$ cat config.mk
export PLATFORM = sky130hd
export DESIGN_NAME = bounded_stack_with_min_core
export DESIGN_NICKNAME = d
export VERILOG_FILES = /design/src/hdl/bsm_pkg.sv /design/src/hdl/bsm_ctrl.sv /design/src/hdl/bsm_datapath.sv /design/src/hdl/bounded_stack_with_min_core.sv
export VERILOG_INCLUDE_DIRS = /design/src /design/src/hdl
export SDC_FILE = /design/constraint.sdc
export NUM_CORES = 1
export LEC_CHECK = 0
export BUFFER_PORTS_ARGS = -buffer_cell sky130_fd_sc_hd__buf_4
export CAP_MARGIN = 20
export CORE_UTILIZATION = 41
export DETAILED_ROUTE_END_ITERATION = 8
export PLACE_DENSITY = 0.64
export SLEW_MARGIN = 25
export SYNTH_ARGS = -nofsm -noshare
export SYNTH_HDL_FRONTEND = slang
export SYNTH_SLANG_ARGS = --single-unit
$ cat constraint.sdc
create_clock -name clock -period 9.24 [get_ports clock]
set_clock_uncertainty 0.1 [all_clocks]
set_input_delay 1.848 -clock clock [delete_from_list [all_inputs] [get_ports clock]]
set_output_delay 1.848 -clock clock [all_outputs]
set_load 0.005 [all_outputs]
$ cat src/hdl/bounded_stack_with_min_core_assert.svh
// Assertion macros shared by the bounded stack with minimum core.
`ifndef BOUNDED_STACK_WITH_MIN_CORE_ASSERT_SVH
`define BOUNDED_STACK_WITH_MIN_CORE_ASSERT_SVH

// The consequent must hold in the same cycle as the antecedent.
`define BSM_ASSERT_SAME(label, ante, cons) \
   label: assert property (@(posedge clock) disable iff (reset) (ante) |-> (cons)) \
      else $error("%m: check failed");

// The consequent must hold in the cycle after the antecedent.
`define BSM_ASSERT_NEXT(label, ante, cons) \
   label: assert property (@(posedge clock) disable iff (reset) (ante) |=> (cons)) \
      else $error("%m: check failed");

`endif

$ cat src/hdl/bsm_pkg.sv
// Types, constants and codes shared by the bounded stack with minimum core.
`timescale 1ns / 1ps

package bsm_pkg;

   localparam int DEPTH      = 16;
   localparam int DATA_WIDTH = 32;
   localparam int FUNC_WIDTH = 2;
   localparam int STAT_WIDTH = 2;
   localparam int FILL_WIDTH = 5;
   localparam int ADDR_WIDTH = $clog2(DEPTH);
   localparam int CNT_WIDTH  = $clog2(DEPTH + 1);

   localparam logic signed [DATA_WIDTH-1:0] WORD_MAX = {1'b0, {(DATA_WIDTH - 1){1'b1}}};

   typedef enum logic [FUNC_WIDTH-1:0] {
      FUNC_PUSH = 2'd0,
      FUNC_POP  = 2'd1,
      FUNC_MIN  = 2'd2
   } func_type;

   typedef enum logic [STAT_WIDTH-1:0] {
      STATUS_OK       = 2'd0,
      STATUS_OVERFLOW = 2'd1,
      STATUS_EMPTY    = 2'd2
   } status_type;

   typedef enum logic [1:0] {
      RES_ZERO,
      RES_WORD_MAX,
      RES_READ,
      RES_MIN
   } res_sel_type;

   typedef enum logic [2:0] {
      S_IDLE,
      S_DECODE,
      S_POP_READ,
      S_MIN_FIRST,
      S_MIN_SCAN,
      S_MIN_END,
      S_DONE
   } state_type;

   typedef struct packed {
      logic [FUNC_WIDTH-1:0]        func;
      logic signed [DATA_WIDTH-1:0] push_value;
   } req_type;

   typedef struct packed {
      logic signed [DATA_WIDTH-1:0] result_value;
      logic [STAT_WIDTH-1:0]        status;
      logic                         is_empty;
      logic                         is_full;
      logic [FILL_WIDTH-1:0]        fill_count;
   } rsp_type;

   typedef struct packed {
      logic                  load_req;
      logic                  push_write;
      logic                  pop_read;
      logic                  scan_start;
      logic                  scan_next;
      logic                  min_load;
      logic                  min_cmp;
      logic                  res_load;
      res_sel_type           res_sel;
      logic [STAT_WIDTH-1:0] res_status;
      logic                  out_load;
   } cmd_type;

   typedef struct packed {
      logic [FUNC_WIDTH-1:0] func;
      logic                  is_empty;
      logic                  is_full;
      logic                  scan_more;
   } dp_stat_type;

endpackage

$ cat src/hdl/bsm_ctrl.sv
// Controller state machine that sequences push, pop and minimum scans.
`timescale 1ns / 1ps

module bsm_ctrl (
   input  logic                 clock,
   input  logic                 reset,
   input  logic                 req_valid,
   output logic                 req_stall,
   output logic                 rsp_valid,
   input  logic                 rsp_stall,
   input  bsm_pkg::dp_stat_type dp_stat,
   output bsm_pkg::cmd_type     cmd
);

   bsm_pkg::state_type state_ff;
   bsm_pkg::state_type state_in;
   logic               rsp_valid_ff;
   logic               rsp_valid_in;

   always_ff @(posedge clock) begin
      if (reset) begin
         state_ff     <= bsm_pkg::S_IDLE;
         rsp_valid_ff <= 1'b0;
      end else begin
         state_ff     <= state_in;
         rsp_valid_ff <= rsp_valid_in;
      end
   end

   always_comb begin
      state_in = state_ff;
      cmd      = '0;
      case (state_ff)
         bsm_pkg::S_IDLE: begin
            if (req_valid) begin
               cmd.load_req = 1'b1;
               state_in     = bsm_pkg::S_DECODE;
            end
         end
         bsm_pkg::S_DECODE: begin
            case (dp_stat.func)
               bsm_pkg::FUNC_PUSH: begin
                  cmd.res_load = 1'b1;
                  cmd.res_sel  = bsm_pkg::RES_ZERO;
                  if (dp_stat.is_full) begin
                     cmd.res_status = bsm_pkg::STATUS_OVERFLOW;
                  end else begin
                     cmd.push_write = 1'b1;
                     cmd.res_status = bsm_pkg::STATUS_OK;
                  end
                  state_in = bsm_pkg::S_DONE;
               end
               bsm_pkg::FUNC_POP: begin
                  if (dp_stat.is_empty) begin
                     cmd.res_load   = 1'b1;
                     cmd.res_sel    = bsm_pkg::RES_ZERO;
                     cmd.res_status = bsm_pkg::STATUS_EMPTY;
                     state_in       = bsm_pkg::S_DONE;
                  end else begin
                     cmd.pop_read = 1'b1;
                     state_in     = bsm_pkg::S_POP_READ;
                  end
               end
               bsm_pkg::FUNC_MIN: begin
                  if (dp_stat.is_empty) begin
                     cmd.res_load   = 1'b1;
                     cmd.res_sel    = bsm_pkg::RES_WORD_MAX;
                     cmd.res_status = bsm_pkg::STATUS_EMPTY;
                     state_in       = bsm_pkg::S_DONE;
                  end else begin
                     cmd.scan_start = 1'b1;
                     state_in       = bsm_pkg::S_MIN_FIRST;
                  end
               end
               default: begin
                  // The unused operation code leaves the stack alone.
                  cmd.res_load   = 1'b1;
                  cmd.res_sel    = bsm_pkg::RES_ZERO;
                  cmd.res_status = bsm_pkg::STATUS_OK;
                  state_in       = bsm_pkg::S_DONE;
               end
            endcase
         end
         bsm_pkg::S_POP_READ: begin
            cmd.res_load   = 1'b1;
            cmd.res_sel    = bsm_pkg::RES_READ;
            cmd.res_status = bsm_pkg::STATUS_OK;
            state_in       = bsm_pkg::S_DONE;
         end
         bsm_pkg::S_MIN_FIRST: begin
            cmd.min_load = 1'b1;
            if (dp_stat.scan_more) begin
               cmd.scan_next = 1'b1;
               state_in      = bsm_pkg::S_MIN_SCAN;
            end else begin
               state_in = bsm_pkg::S_MIN_END;
            end
         end
         bsm_pkg::S_MIN_SCAN: begin
            cmd.min_cmp = 1'b1;
            if (dp_stat.scan_more) begin
               cmd.scan_next = 1'b1;
            end else begin
               state_in = bsm_pkg::S_MIN_END;
            end
         end
         bsm_pkg::S_MIN_END: begin
            cmd.res_load   = 1'b1;
            cmd.res_sel    = bsm_pkg::RES_MIN;
            cmd.res_status = bsm_pkg::STATUS_OK;
            state_in       = bsm_pkg::S_DONE;
         end
         bsm_pkg::S_DONE: begin
            // Wait here until the output register is free or being emptied.
            if (!rsp_valid_ff || !rsp_stall) begin
               cmd.out_load = 1'b1;
               state_in     = bsm_pkg::S_IDLE;
            end
         end
         default: begin
            state_in = bsm_pkg::S_IDLE;
         end
      endcase
   end

   assign rsp_valid_in = cmd.out_load | (rsp_valid_ff & rsp_stall);
   assign rsp_valid    = rsp_valid_ff;
   assign req_stall    = (state_ff != bsm_pkg::S_IDLE);

endmodule

$ cat src/hdl/bsm_datapath.sv
// Datapath: entry memory, fill count, minimum scan and output register.
`timescale 1ns / 1ps

module bsm_datapath (
   input  logic                 clock,
   input  logic                 reset,
   input  bsm_pkg::req_type     req_word,
   output bsm_pkg::rsp_type     rsp_word,
   input  bsm_pkg::cmd_type     cmd,
   output bsm_pkg::dp_stat_type dp_stat
);

   logic signed [bsm_pkg::DATA_WIDTH-1:0] entries_mem [bsm_pkg::DEPTH];

   bsm_pkg::req_type                      req_ff;
   logic [bsm_pkg::CNT_WIDTH-1:0]         count_ff;
   logic [bsm_pkg::CNT_WIDTH-1:0]         count_in;
   logic [bsm_pkg::CNT_WIDTH-1:0]         scan_idx_ff;
   logic [bsm_pkg::CNT_WIDTH-1:0]         scan_idx_in;
   logic signed [bsm_pkg::DATA_WIDTH-1:0] rd_data_ff;
   logic signed [bsm_pkg::DATA_WIDTH-1:0] min_ff;
   logic signed [bsm_pkg::DATA_WIDTH-1:0] min_in;
   logic signed [bsm_pkg::DATA_WIDTH-1:0] res_value_ff;
   logic signed [bsm_pkg::DATA_WIDTH-1:0] res_value_in;
   logic [bsm_pkg::STAT_WIDTH-1:0]        res_status_ff;
   bsm_pkg::rsp_type                      rsp_ff;
   bsm_pkg::rsp_type                      rsp_in;

   logic [bsm_pkg::CNT_WIDTH-1:0]         count_dec;
   logic [bsm_pkg::ADDR_WIDTH-1:0]        rd_addr;
   logic                                  rd_en;
   logic                                  is_empty;
   logic                                  is_full;

   assign count_dec = count_ff - bsm_pkg::CNT_WIDTH'(1);
   assign is_empty  = (count_ff == '0);
   assign is_full   = (count_ff == bsm_pkg::CNT_WIDTH'(bsm_pkg::DEPTH));
   assign rd_en     = cmd.pop_read | cmd.scan_start | cmd.scan_next;

   always_comb begin
      if (cmd.pop_read) begin
         rd_addr = count_dec[bsm_pkg::ADDR_WIDTH-1:0];
      end else if (cmd.scan_start) begin
         rd_addr = '0;
      end else begin
         rd_addr = scan_idx_ff[bsm_pkg::ADDR_WIDTH-1:0];
      end
   end

   always_comb begin
      count_in = count_ff;
      if (cmd.push_write) begin
         count_in = count_ff + bsm_pkg::CNT_WIDTH'(1);
      end else if (cmd.pop_read) begin
         count_in = count_dec;
      end
   end

   always_comb begin
      scan_idx_in = scan_idx_ff;
      if (cmd.scan_start) begin
         scan_idx_in = bsm_pkg::CNT_WIDTH'(1);
      end else if (cmd.scan_next) begin
         scan_idx_in = scan_idx_ff + bsm_pkg::CNT_WIDTH'(1);
      end
   end

   always_comb begin
      min_in = min_ff;
      if (cmd.min_load) begin
         min_in = rd_data_ff;
      end else if (cmd.min_cmp && (rd_data_ff < min_ff)) begin
         min_in = rd_data_ff;
      end
   end

   always_comb begin
      case (cmd.res_sel)
         bsm_pkg::RES_ZERO:     res_value_in = '0;
         bsm_pkg::RES_WORD_MAX: res_value_in = bsm_pkg::WORD_MAX;
         bsm_pkg::RES_READ:     res_value_in = rd_data_ff;
         bsm_pkg::RES_MIN:      res_value_in = min_ff;
         default:               res_value_in = '0;
      endcase
   end

   // Flags and count come from the count after the operation has taken effect.
   always_comb begin
      rsp_in              = rsp_ff;
      rsp_in.result_value = res_value_ff;
      rsp_in.status       = res_status_ff;
      rsp_in.is_empty     = is_empty;
      rsp_in.is_full      = is_full;
      rsp_in.fill_count   = bsm_pkg::FILL_WIDTH'(count_ff);
   end

   always_ff @(posedge clock) begin
      if (reset) begin
         count_ff <= '0;
      end else begin
         count_ff <= count_in;
      end
   end

   always_ff @(posedge clock) begin
      if (cmd.push_write) begin
         entries_mem[count_ff[bsm_pkg::ADDR_WIDTH-1:0]] <= req_ff.push_value;
      end
      if (rd_en) begin
         rd_data_ff <= entries_mem[rd_addr];
      end
   end

   always_ff @(posedge clock) begin
      if (cmd.load_req) begin
         req_ff <= req_word;
      end
      if (cmd.res_load) begin
         res_value_ff  <= res_value_in;
         res_status_ff <= cmd.res_status;
      end
      if (cmd.out_load) begin
         rsp_ff <= rsp_in;
      end
      scan_idx_ff <= scan_idx_in;
      min_ff      <= min_in;
   end

   assign rsp_word          = rsp_ff;
   assign dp_stat.func      = req_ff.func;
   assign dp_stat.is_empty  = is_empty;
   assign dp_stat.is_full   = is_full;
   assign dp_stat.scan_more = (scan_idx_ff < count_ff);

endmodule

$ cat src/hdl/bounded_stack_with_min_core.sv
// Top level of the bounded stack with minimum query.
//
//   Channel  Direction  Handshake             Word
//   req      in         req_valid/req_stall   req_word (func, push_value)
//   rsp      out        rsp_valid/rsp_stall   rsp_word (result, status, flags, count)
//
// A push, a rejected push, an empty pop or query, or the unused code passes through the
// decode and done states; a pop adds the pop-read state for the registered memory read.
// A minimum query over n entries makes one memory read and compare per entry.
// Reset clears the fill count and the handshake state; entry contents are left as they are.
// A finished word waits in the output register; a new word is taken while it is stalled,
// and that word's result waits in the controller until the output register frees up.
`timescale 1ns / 1ps

`include "bounded_stack_with_min_core_assert.svh"

module bounded_stack_with_min_core (
   input  logic             clock,
   input  logic             reset,
   input  logic             req_valid,
   output logic             req_stall,
   input  bsm_pkg::req_type req_word,
   output logic             rsp_valid,
   input  logic             rsp_stall,
   output bsm_pkg::rsp_type rsp_word
);

   bsm_pkg::cmd_type     cmd;
   bsm_pkg::dp_stat_type dp_stat;

   bsm_ctrl u_ctrl (
      .clock     (clock),
      .reset     (reset),
      .req_valid (req_valid),
      .req_stall (req_stall),
      .rsp_valid (rsp_valid),
      .rsp_stall (rsp_stall),
      .dp_stat   (dp_stat),
      .cmd       (cmd)
   );

   bsm_datapath u_datapath (
      .clock    (clock),
      .reset    (reset),
      .req_word (req_word),
      .rsp_word (rsp_word),
      .cmd      (cmd),
      .dp_stat  (dp_stat)
   );

   `BSM_ASSERT_NEXT(a_busy_after_accept, req_valid && !req_stall, req_stall)
   `BSM_ASSERT_SAME(a_out_load_free, cmd.out_load, !(rsp_valid && rsp_stall))
   `BSM_ASSERT_SAME(a_flags_exclusive, dp_stat.is_empty, !dp_stat.is_full)
   `BSM_ASSERT_SAME(a_push_not_full, cmd.push_write, !dp_stat.is_full)

endmodule
==> run metrics, run 1 <==
H-tree levels 3; CTS clk-pin slew, worst paths 60 ps; Ports 81; top post-synthesis cells by count edfxtp_1, nand2_1, a21oi_1; placed cell count 2735; worst-skew pair later-pin latency just over 600 ps; Critical Path AT roughly 4800 ps; core area between 0.06 and 0.07 mm2; Antenna diodes 0; RSZ-0062 raised after global routing no; Logic pwr share a little under a quarter; fmax roughly 220 MHz; Critical Path RT between 9000 and 10000 ps; GRT Residual Overflow 0; sequential area share after synthesis approximately three quarters; setup slack after placement roughly 4800 ps; number of max-cap violations 0; CTS Buf Count 74; Synth Cell Area 0.02729 mm2; post-route ant nets 0; initial antenna violation count 0; estimated wirelength of the detail-placed design approximately 32000 um; async set-reset flop share out of synthesis 0%; CTS resizes 0; Setup WS post-layout approximately 4800 ps; most frequent cell after synthesis edfxtp_1; crit path launch u_datapath.count_ff[0]; setup TNS 0 ps; PwrDens 297.6 mW/mm2; Longest Clk Path Bufs 3; startpoint types flip-flop; DRC viols 0; CP max FO 94; Final Hold Viols 0; Worst Tran Pin Value between 900 and 1000 ps; post-CTS setup buffers 0; Die Ht roughly 260 um; Synth area leader edfxtp_1; clock sinks around 700; GR Util All Layers between 10% and 20%; critical path type reg -> reg; non-filler cells, final 2872; synthesized area per cell roughly 15 um2; vias in the first global route 15480; Initial Utilization ~41%; status finished clean; P&R area growth vs syn 14.49%; crit share post-route 48.40%; P_sw 2.882 mW; drt wl/cell 21.43 um; largest cells by area after synthesis edfxtp_1, nand2_1, a32oi_1; CTS Hold Bufs 0; IO buf count 80; Net Sw Frac a little under a third; Fin Hold WS slightly above 300 ps; Area after DPL 0.02889 mm2; Worst VDD drop between 0.1 and 0.15 mV; P_int 6.416 mW; final net count 2031; vias per cell ~5.6; Post-synth EDFFs a little under 700; syn_nets slightly below 2000; drt initial violations approximately 1500; largest net degree at the start of global routing between 100 and 150; Reg power frac between 40% and 50%; worst rel slew slack 34.01%; Syn. warnings 0; Worst Hold Launch u_datapath.res_value_ff[29]; Pre-antenna DRT Iters 5; die area approximately 0.068 mm2; final setup fails 0; Pins Over Slew Limit 0; post-route cell area roughly 0.031 mm2; first-pass GRT wire length between 90000 and 100000 um; Netlist cell types 52; Setup crit end kind flip-flop; Clock power frac between 30 and 40%; Routability Congestion about 0.78; r2r startpoint u_datapath.count_ff[0]; Root Driver clkbuf_16; Syn Inst Count around 1900; Synth top area share between 70% and 80%; register bit total from synthesis 699; ratio of cells with drive above 1 in the final layout roughly an eighth; class of the worst hold path reg -> reg; top_reg_cell synth edfxtp_1; Die X 260 um; leak pwr ~11 nW; CTS tree done; fin crit period 4472 ps; final wirelength about 60000 um; vias between 15000 and 20000; cell row count between 90 and 100
==> metal layers <==
metal | global-route usage [%] | up-vias | share of wire [%]
li1 | - | 7291 | -
met1 | 24.95 | 8026 | 43
met2 | 29.31 | 540 | 47
met3 | 3.372 | 109 | 7.0
met4 | 6.879 | 0 | 2.7
met5 | 0 | - | 0
==> cells by family (layout without fill, tap and decap cells) <==
family | count (synthesis) | count (layout) | share of synthesized area, %
mux | 3 | 3 | 0.1100
xor+xnor | 7 | 7 | 0.2247
compound gates | 405 | 405 | 10.41
simple gates | 547 | 547 | 8.096
flops | 699 | 699 | 76.40
fa+ha+maj | 45 | 45 | 2.063
buf+inv | 167 | 302 | 2.700
==> cell usage in the layout, fill, tap and decap left out, types with 19 or more instances in the layout <==
cell type / instances
clkbuf_1: 19
a22oi_1: 63
a31oi_1: 34
a221o_1: 31
clkinv_1: 19
clkbuf_16: 74
a32oi_1: 96
buf_4: 117
nand2_1: 464
a21oi_1: 143
edfxtp_1: 685
ha_1: 45
inv_1: 45
==> worst paths after layout <==
kind / end / slack (ps) / cells after the start
setup / recovery: u_datapath.rd_data_ff[12] / 4770 / 11
hold / removal: u_datapath.rsp_word[38] / 310 / 0
setup reg to reg: u_datapath.rd_data_ff[12] / 4770 / 11
hold reg to reg: u_datapath.rsp_word[38] / 310 / 0
==> worst max-delay path, cell delays in order (launching register included) <==
cell and delay (ps):
dfxtp_1 460, inv_1 170, ha_1 250, or4b_1 340
inv_2 100, o31ai_1 440, and2_4 780, buf_4 860
a21oi_1 160, a32oi_1 230, a22oi_1 100, nand2_1 150
==> per-stage QoR <==
stage	total power, mW	util [%]
final	9.298	47.44
after global routing	9.767	47.44
after CTS	9.347	47.40
after detailed placement	6.494	43.86
after global placement	6.418	43.84
after floorplan	5.856	-
==> power groups by stage <==
stage          Combinational, mW  Sequential [mW]  Clock (mW)
2_1_floorplan               1.59             4.27           0
6_report                    2.11             4.35        2.85
3_3_place_gp                2.03             4.39           0
3_5_place_dp                2.09             4.41           0
4_1_cts                     2.10             4.34        2.91
5_1_grt                     2.35             4.39        3.03
==> area by class of cell <==
class	instances	area, um2
clock buffers	94	1937
inverters	47	176.4
fillers	5619	34620
multi-input cells	1007	5889
flip-flops and latches	699	20850
clock inverters	42	391.6
well taps	864	1081
repair buffers	119	920.9
==> sequential cells by signal (all words and copies together) (netlist names) <==
name and count:
u_datapath.entries_mem 512, u_datapath.rsp_word 41, u_datapath.min_ff 32, u_datapath.rd_data_ff 32, u_datapath.req_ff 32, u_datapath.res_value_ff 32, u_datapath.count_ff 5, u_datapath.scan_idx_ff 5
u_ctrl.state_ff 3, u_datapath.dp_stat 2, u_datapath.res_status_ff 2, u_ctrl.rsp_valid 1
Power figures use the tool's default switching activity.
==> run 2: changes to the inputs <==
==> constraint.sdc (replaced) <==
create_clock -name clock -period 4.6 [get_ports clock]
set_clock_uncertainty 0.1 [all_clocks]
set_input_delay 0.92 -clock clock [delete_from_list [all_inputs] [get_ports clock]]
set_output_delay 0.92 -clock clock [all_outputs]
set_load 0.005 [all_outputs]
==> run 2 against run 1 <==
  * Power up 100%
  * Combinational power up 110%
  * Count of clock-buffer cells in the layout down 2
  * Maximum frequency rose by 17%
  * Critical endpoint is now u_datapath.rd_data_ff[3]
==> run metrics, run 2 (synthesized netlist as in run 1, its figures left out) <==
status finished clean; GRT Residual Overflow 0 (unchanged); Worst VDD drop 0.2554 mV (+73%); estimated wirelength of the detail-placed design 35390 um (+11%); P_int 12.84 mW (+100%); Pins Over Slew Limit 0 (unchanged); GR Util All Layers 18.87% (+0.53 points); Clock power frac 29.4% (-1.2 points); number of max-cap violations 0 (unchanged); CTS Hold Bufs 0 (unchanged); setup slack after placement 862.0 ps (-3968 ps); Critical Path RT 4850 ps (-4750 ps); CTS resizes 0 (unchanged); CTS Buf Count 73 (-1.4%); fmax 262.4 MHz (+17%); RSZ-0062 raised after global routing no; crit share post-route 82.84% (+34 points); Die Ht 260 um (unchanged); Final Hold Viols 0 (unchanged); M1 WL 26430 um (+0.25%); fin crit period 3811 ps (-661.5 ps); class of the worst hold path reg -> reg; ratio of cells with drive above 1 in the final layout 13.14% (+0.74 points); CTS clk-pin slew, worst paths 60 ps (about the same); final setup fails 0 (unchanged); first-pass GRT wire length 95610 um (+3.0%); vias in the first global route 15970 (+3.2%); Worst Tran Pin Value 965.8 ps (-24.11 ps); Antenna diodes 0 (unchanged); CTS tree done; core area 0.06586 mm2 (unchanged); Met3 Routed Length 4653 um (+7.8%); vias 16190 (+1.4%); CP max FO 74 (-21%); Critical Path AT 4060 ps (-770 ps); metal2 WL 30490 um (+4.6%); DRC viols 0 (unchanged); largest net degree at the start of global routing 80 (-23%); final wirelength 63440 um (+3.1%); initial antenna violation count 0 (unchanged); post-CTS setup buffers 0 (unchanged); H-tree levels 3 (unchanged); PwrDens 594.6 mW/mm2 (+100%); die area 0.06760 mm2 (unchanged); Net Sw Frac 31.22% (+0.22 points); Initial Utilization 41.44% (unchanged); leading cell types in the layout, fill and taps excluded edfxtp_1, nand2_1, a21oi_1; Root Driver clkbuf_16; cell row count 94 (unchanged); post-route ant nets 0 (unchanged); Longest Clk Path Bufs 3 (unchanged); Logic pwr share 23.8% (+1.2 points); commonest non-fill, non-tap cell in the layout edfxtp_1; Die X 260 um (unchanged); P_sw 5.830 mW (+100%); max reg flops 512 (unchanged); highest routed layer met4; critical path type reg -> reg; Setup WS post-layout 789.2 ps (-3979 ps); worst-skew pair later-pin latency 620 ps (about the same); IO buf count 80 (unchanged); drt wl/cell 22.02 um (+2.8%); Setup crit end kind flip-flop; Pre-antenna DRT Iters 5 (unchanged); Ports 81 (unchanged); vias per cell 5.621 (+1.1%); Routability Congestion 0.8142 (+4.5%); startpoint types flip-flop; final net count 2052 (+1.0%); clock sinks 699 (unchanged); P&R area growth vs syn 15.09%; total power 18.68 mW (+100%); Reg power frac 46.8% (about the same); leak pwr 10.63 nW (+0.81%); Fin Hold WS 317.0 ps (+7.039 ps); worst rel slew slack 35.46% (+1.5 points); drt initial violations 1768 (+20%)
==> run 2: cell types whose count changed in the layout (fill, tap and decap cells not counted), moves of 3 or more <==
cell,before,now
buf_12,0,12
bufinv_16,6,3
clkinv_1,19,13
buf_4,117,129
==> run 2: through the flow <==
| stage | util, % | setup TNS [ps] | std cells | area (um2) |
|---|---|---|---|---|
| 6_report | 47.69 | 0 | 2881 | 31410 |
| 5_1_grt | 47.69 | 0 | 2881 | 31410 |
| 4_1_cts | 47.69 | 0 | 2881 | 31410 |
| 3_5_place_dp | 44.36 | 0 | 2758 | 29220 |
| 3_3_place_gp | 44.36 | 0 | 2758 | 29220 |
| 2_1_floorplan | - | -50180 | 1873 | 27300 |
==> run 2: power by group through the flow <==
stage	logic [mW]	clock network, mW	registers (mW)
after floorplan	3.19	0	8.58
after global placement	4.32	0	8.81
after detailed placement	4.42	0	8.86
after CTS	4.45	5.60	8.73
after global routing	4.92	5.83	8.83
final	4.45	5.48	8.74
==> run 2: worst max-delay path: stages (launching register included) <==
cell     delay [ps]
dfxtp_1         370
inv_1           190
ha_1            220
or4b_1          610
inv_2           150
or3_4           160
a22o_4          700
buf_12          330
buf_4           220
a32oi_1         120
a22oi_1         230
nand2_1          90
==> run 2: path summary, 6_finish.rpt <==
path | start | to | slack [ps] | depth (start not counted)
setup / recovery | u_datapath.count_ff[0] | u_datapath.rd_data_ff[3] | 790 | 11
hold reg to reg | u_datapath.res_value_ff[27] | u_datapath.rsp_word[36] | 320 | 0
hold / removal | u_datapath.res_value_ff[27] | u_datapath.rsp_word[36] | 320 | 0
setup reg to reg | u_datapath.count_ff[0] | u_datapath.rd_data_ff[3] | 790 | 11
==> run 2: cell type report <==
class / count / area (um2)
repair buffers: 141 / 1209
clock inverters: 31 / 271.5
fillers: 5555 / 34450
multi-input cells: 1007 / 5902
well taps: 864 / 1081
flip-flops and latches: 699 / 20850
inverters: 47 / 176.4
clock buffers: 92 / 1919
==> run 2: layer usage <==
| metal | global-route usage (%) | up-vias |
|---|---|---|
| li1 | - | 7319 |
| met1 | 24.83 | 8086 |
| met2 | 31.01 | 650 |
| met3 | 3.723 | 138 |
| met4 | 6.895 | 0 |
| met5 | 0 | - |
==> run 3: changes to the inputs <==
--- a/config.mk
+++ b/config.mk
@@ -6,6 +6,7 @@
 export SDC_FILE = /design/constraint.sdc
 export NUM_CORES = 1
 export LEC_CHECK = 0
+export ABC_AREA = 1
 export BUFFER_PORTS_ARGS = -buffer_cell sky130_fd_sc_hd__buf_4
 export CAP_MARGIN = 20
 export CORE_UTILIZATION = 41
==> constraint.sdc (replaced) <==
create_clock -name clock -period 3.8 [get_ports clock]
set_clock_uncertainty 0.1 [all_clocks]
set_input_delay 0.76 -clock clock [delete_from_list [all_inputs] [get_ports clock]]
set_output_delay 0.76 -clock clock [all_outputs]
set_load 0.005 [all_outputs]
==> run 3 against run 2 <==
  * Cell area grew 10%
  * Combinational power grew 63%
  * Critical endpoint is now u_datapath.rd_data_ff[29]
  * Flip-flop and latch count is the same
  * Highest routed layer unchanged
  * Critical path depth grew 1
  * First-iteration DRC count grew 12%
  * Setup slack lost 340 ps
==> run metrics, run 3 <==
status finished clean; CTS clk-pin slew, worst paths 60 ps (about the same); Antenna diodes 0 (unchanged); leak pwr 14.11 nW (+33%); initial antenna violation count 1 (+1); CTS resizes 0 (unchanged); hold endpoint u_datapath.req_ff[6]; ratio of cells with drive above 1 in the final layout 9.986% (-3.2 points); RSZ-0062 raised after global routing no; FF-to-FF path depth 12 (+1); Die X 273.7 um (+5.3%); CTS tree done; GRT Residual Overflow 0 (unchanged); final setup fails 0 (unchanged); Clock power frac 29.4% (about the same); largest net degree at the start of global routing 115 (+44%); Compound-Gate Fraction of Synth Area 1.923% (-8.5 points); Reg area 0.02085 mm2 (unchanged); max reg flops 512 (unchanged); Top delay family on crit path simple AND/OR/NAND/NOR gates; setup TNS 0 ps (unchanged); Synth Cell Area 0.03026 mm2 (+11%); CP max FO 44 (-41%); Reg power frac 41.8% (-5.0 points); Critical Path RT 4110 ps (-740 ps); hold path cells 1 (+1); Die Ht 273.7 um (+5.3%); Synth Area in XOR/XNOR 0.1158% (-0.11 points); Worst Path Buf+Inv 3 (-1); post-route ant nets 0 (unchanged); Pre-antenna DRT Iters 5 (unchanged); number of max-cap violations 0 (unchanged); Root Driver clkbuf_16; Longest Clk Path Bufs 3 (unchanged); sequential area share after synthesis 68.90% (-7.5 points); commonest non-fill, non-tap cell in the layout edfxtp_1; Netlist cell types 38 (-27%); Syn. warnings 0 (unchanged); first-pass GRT wire length 113500 um (+19%); PwrDens 726.6 mW/mm2 (+22%); drt initial violations 1987 (+12%); clock sinks 699 (unchanged); estimated wirelength of the detail-placed design 42400 um (+20%); post-route cell area 0.03465 mm2 (+10%); reg-to-reg endpoint u_datapath.rd_data_ff[29]; crit share post-route 88.20% (+5.4 points); Ports 81 (unchanged); P_sw 8.741 mW (+50%); top post-synthesis cells by count edfxtp_1, nand3_1, inv_1; Critical Path Max Stage Delay 410 ps (-290 ps); Final Hold Viols 0 (unchanged); P_int 16.43 mW (+28%); cell row count 99 (+5.3%); top_reg_cell synth edfxtp_1; most frequent cell on the critical path nand3_1; Critical-path top delay cell nand2_4; setup slack, reg-to-reg 450 ps (-340 ps); Filler Cell Count 6338 (+14%); Syn Inst Count 2655 (+42%); Post-synth EDFFs 685 (unchanged); final core utilization 47.49% (-0.20 points); Setup crit end kind flip-flop; worst-skew pair later-pin latency 630 ps (about the same); CTS Buf Count 75 (+2.7%); synthesized-area fraction occupied by adder cells 1.861% (-0.20 points); IO buf count 80 (unchanged); vias per cell 5.209 (-7.3%); drt wl/cell 19.86 um (-9.8%); Logic pwr share 28.8% (+5.0 points); startpoint types flip-flop; post-CTS setup buffers 0 (unchanged); worst rel slew slack 42.06% (+6.6 points); Worst Hold Launch req_word[6]; Initial Utilization 41.48% (+0.043 points); Area after DPL 0.03212 mm2 (+9.9%); most frequent cell after synthesis edfxtp_1; Critical Path AT 3660 ps (-400 ps); class of the worst hold path in -> reg; fin crit period 3352 ps (-459.2 ps); Worst Tran Pin Value 867.1 ps (-98.67 ps); Synth top area share 67.97% (-7.4 points); final wirelength 74340 um (+17%); final net count 2811 (+37%); Pins Over Slew Limit 0 (unchanged); H-tree levels 3 (unchanged); Setup WS post-layout 448.4 ps (-340.8 ps); async set-reset flop share out of synthesis 0% (unchanged); Simple-Gate Fraction of Synth Area 17.92% (+9.8 points); vias in the first global route 19090 (+20%); core area 0.07296 mm2 (+11%); P&R area growth vs syn 14.50%; vias 19500 (+20%); Synth area leader edfxtp_1; mux share of post-synthesis cell area 0% (-0.11 points); GR Util All Layers 20.06% (+1.2 points); setup slack after placement 506.7 ps (-355.3 ps); synthesized area per cell 11.40 um2 (-22%); leading cell types in the layout, fill and taps excluded edfxtp_1, nand3_1, inv_1; largest cells by area after synthesis edfxtp_1, nand3_1, inv_1; Routability Congestion 0.8720 (+7.1%); CTS Hold Bufs 0 (unchanged); Net Sw Frac 34.72% (+3.5 points); critical path type reg -> reg; CP cell instances inv_1 > ha_1 > nand3_4 > o211ai_4 > nand2_1 > nand2_4 > buf_12 > buf_4 > nand3_1 > nand3_1 > nand3_1 > nand2_1; non-filler cells, final 3743 (+30%); syn_nets 2738 (+40%); largest family of logic cells by synthesized area simple AND/OR/NAND/NOR gates; die area 0.07490 mm2 (+11%); fmax 298.4 MHz (+14%); multi-input logic area 0.006783 mm2 (+15%); r2r startpoint u_datapath.count_ff[0]; DRC viols 0 (unchanged); Worst VDD drop 0.5784 mV (+130%); placed cell count 3609 (+31%); register bit total from synthesis 699 (unchanged)
run 3: power groups by stage:
stage | Clock, mW | Combinational (mW) | Sequential [mW]
6_report | 7.41 | 7.25 | 10.5
3_3_place_gp | 0 | 7.00 | 10.6
5_1_grt | 7.81 | 7.96 | 10.6
2_1_floorplan | 0 | 4.84 | 10.3
4_1_cts | 7.54 | 7.17 | 10.5
3_5_place_dp | 0 | 7.14 | 10.7
run 3: layer usage:
layer  GRT usage, %  routed length [um]
met1          27.45               31910
met2          31.93               34220
met3          2.956                5286
met4          8.336                2918
met5              0                   0
run 3: final cells by class:
cell class | instances | area share, %
Sequential cell | 699 | 60.17
Multi-Input combinational cell | 1270 | 19.58
Inverter | 550 | 5.958
Clock buffer | 87 | 5.669
Timing Repair Buffer | 132 | 3.604
Tap cell | 959 | 3.463
Clock inverter | 46 | 1.556
run 3: how the worst max path moves through the flow:
stage | startpoint | endpoint | slack, ps | cells after the start
6_report | u_datapath.count_ff[0] | u_datapath.rd_data_ff[29] | 450 | 12
5_1_grt | u_datapath.count_ff[0] | u_datapath.rd_data_ff[28] | 280 | 12
4_1_cts | u_datapath.count_ff[0] | u_datapath.rd_data_ff[28] | 500 | 12
3_5_place_dp | u_datapath.count_ff[0] | u_datapath.rd_data_ff[28] | 510 | 13
3_3_place_gp | u_datapath.count_ff[0] | u_datapath.rd_data_ff[28] | 620 | 13
2_1_floorplan | u_datapath.count_ff[0] | u_datapath.entries_mem[4][0] | -160 | 5
run 3: cell families (layout without fill, tap and decap cells):
group                    after synthesis  after routing
AND/OR/NAND/NOR                     1137           1137
adder cells (fa/ha/maj)               45             45
AO/OA/AOI/OAI                         84             84
XOR/XNOR                               4              4
buffers and inverters                686            815
flip-flops                           699            699
run 3: worst register-to-register path, delay by kind of cell (launching register included):
family	cells	cell delay (ps)
AO/OA/AOI/OAI	1	220
flip-flops	1	380
AND/OR/NAND/NOR	7	1300
buffers and inverters	3	840
adder cells (fa/ha/maj)	1	300
run 3: through the flow:
stage	hold slack, ps	total power, mW
3_5_place_dp	304.5	17.82
5_1_grt	186.2	26.35
3_3_place_gp	304.2	17.64
2_1_floorplan	300.3	15.18
4_1_cts	177.6	25.23
6_report	207.3	25.17
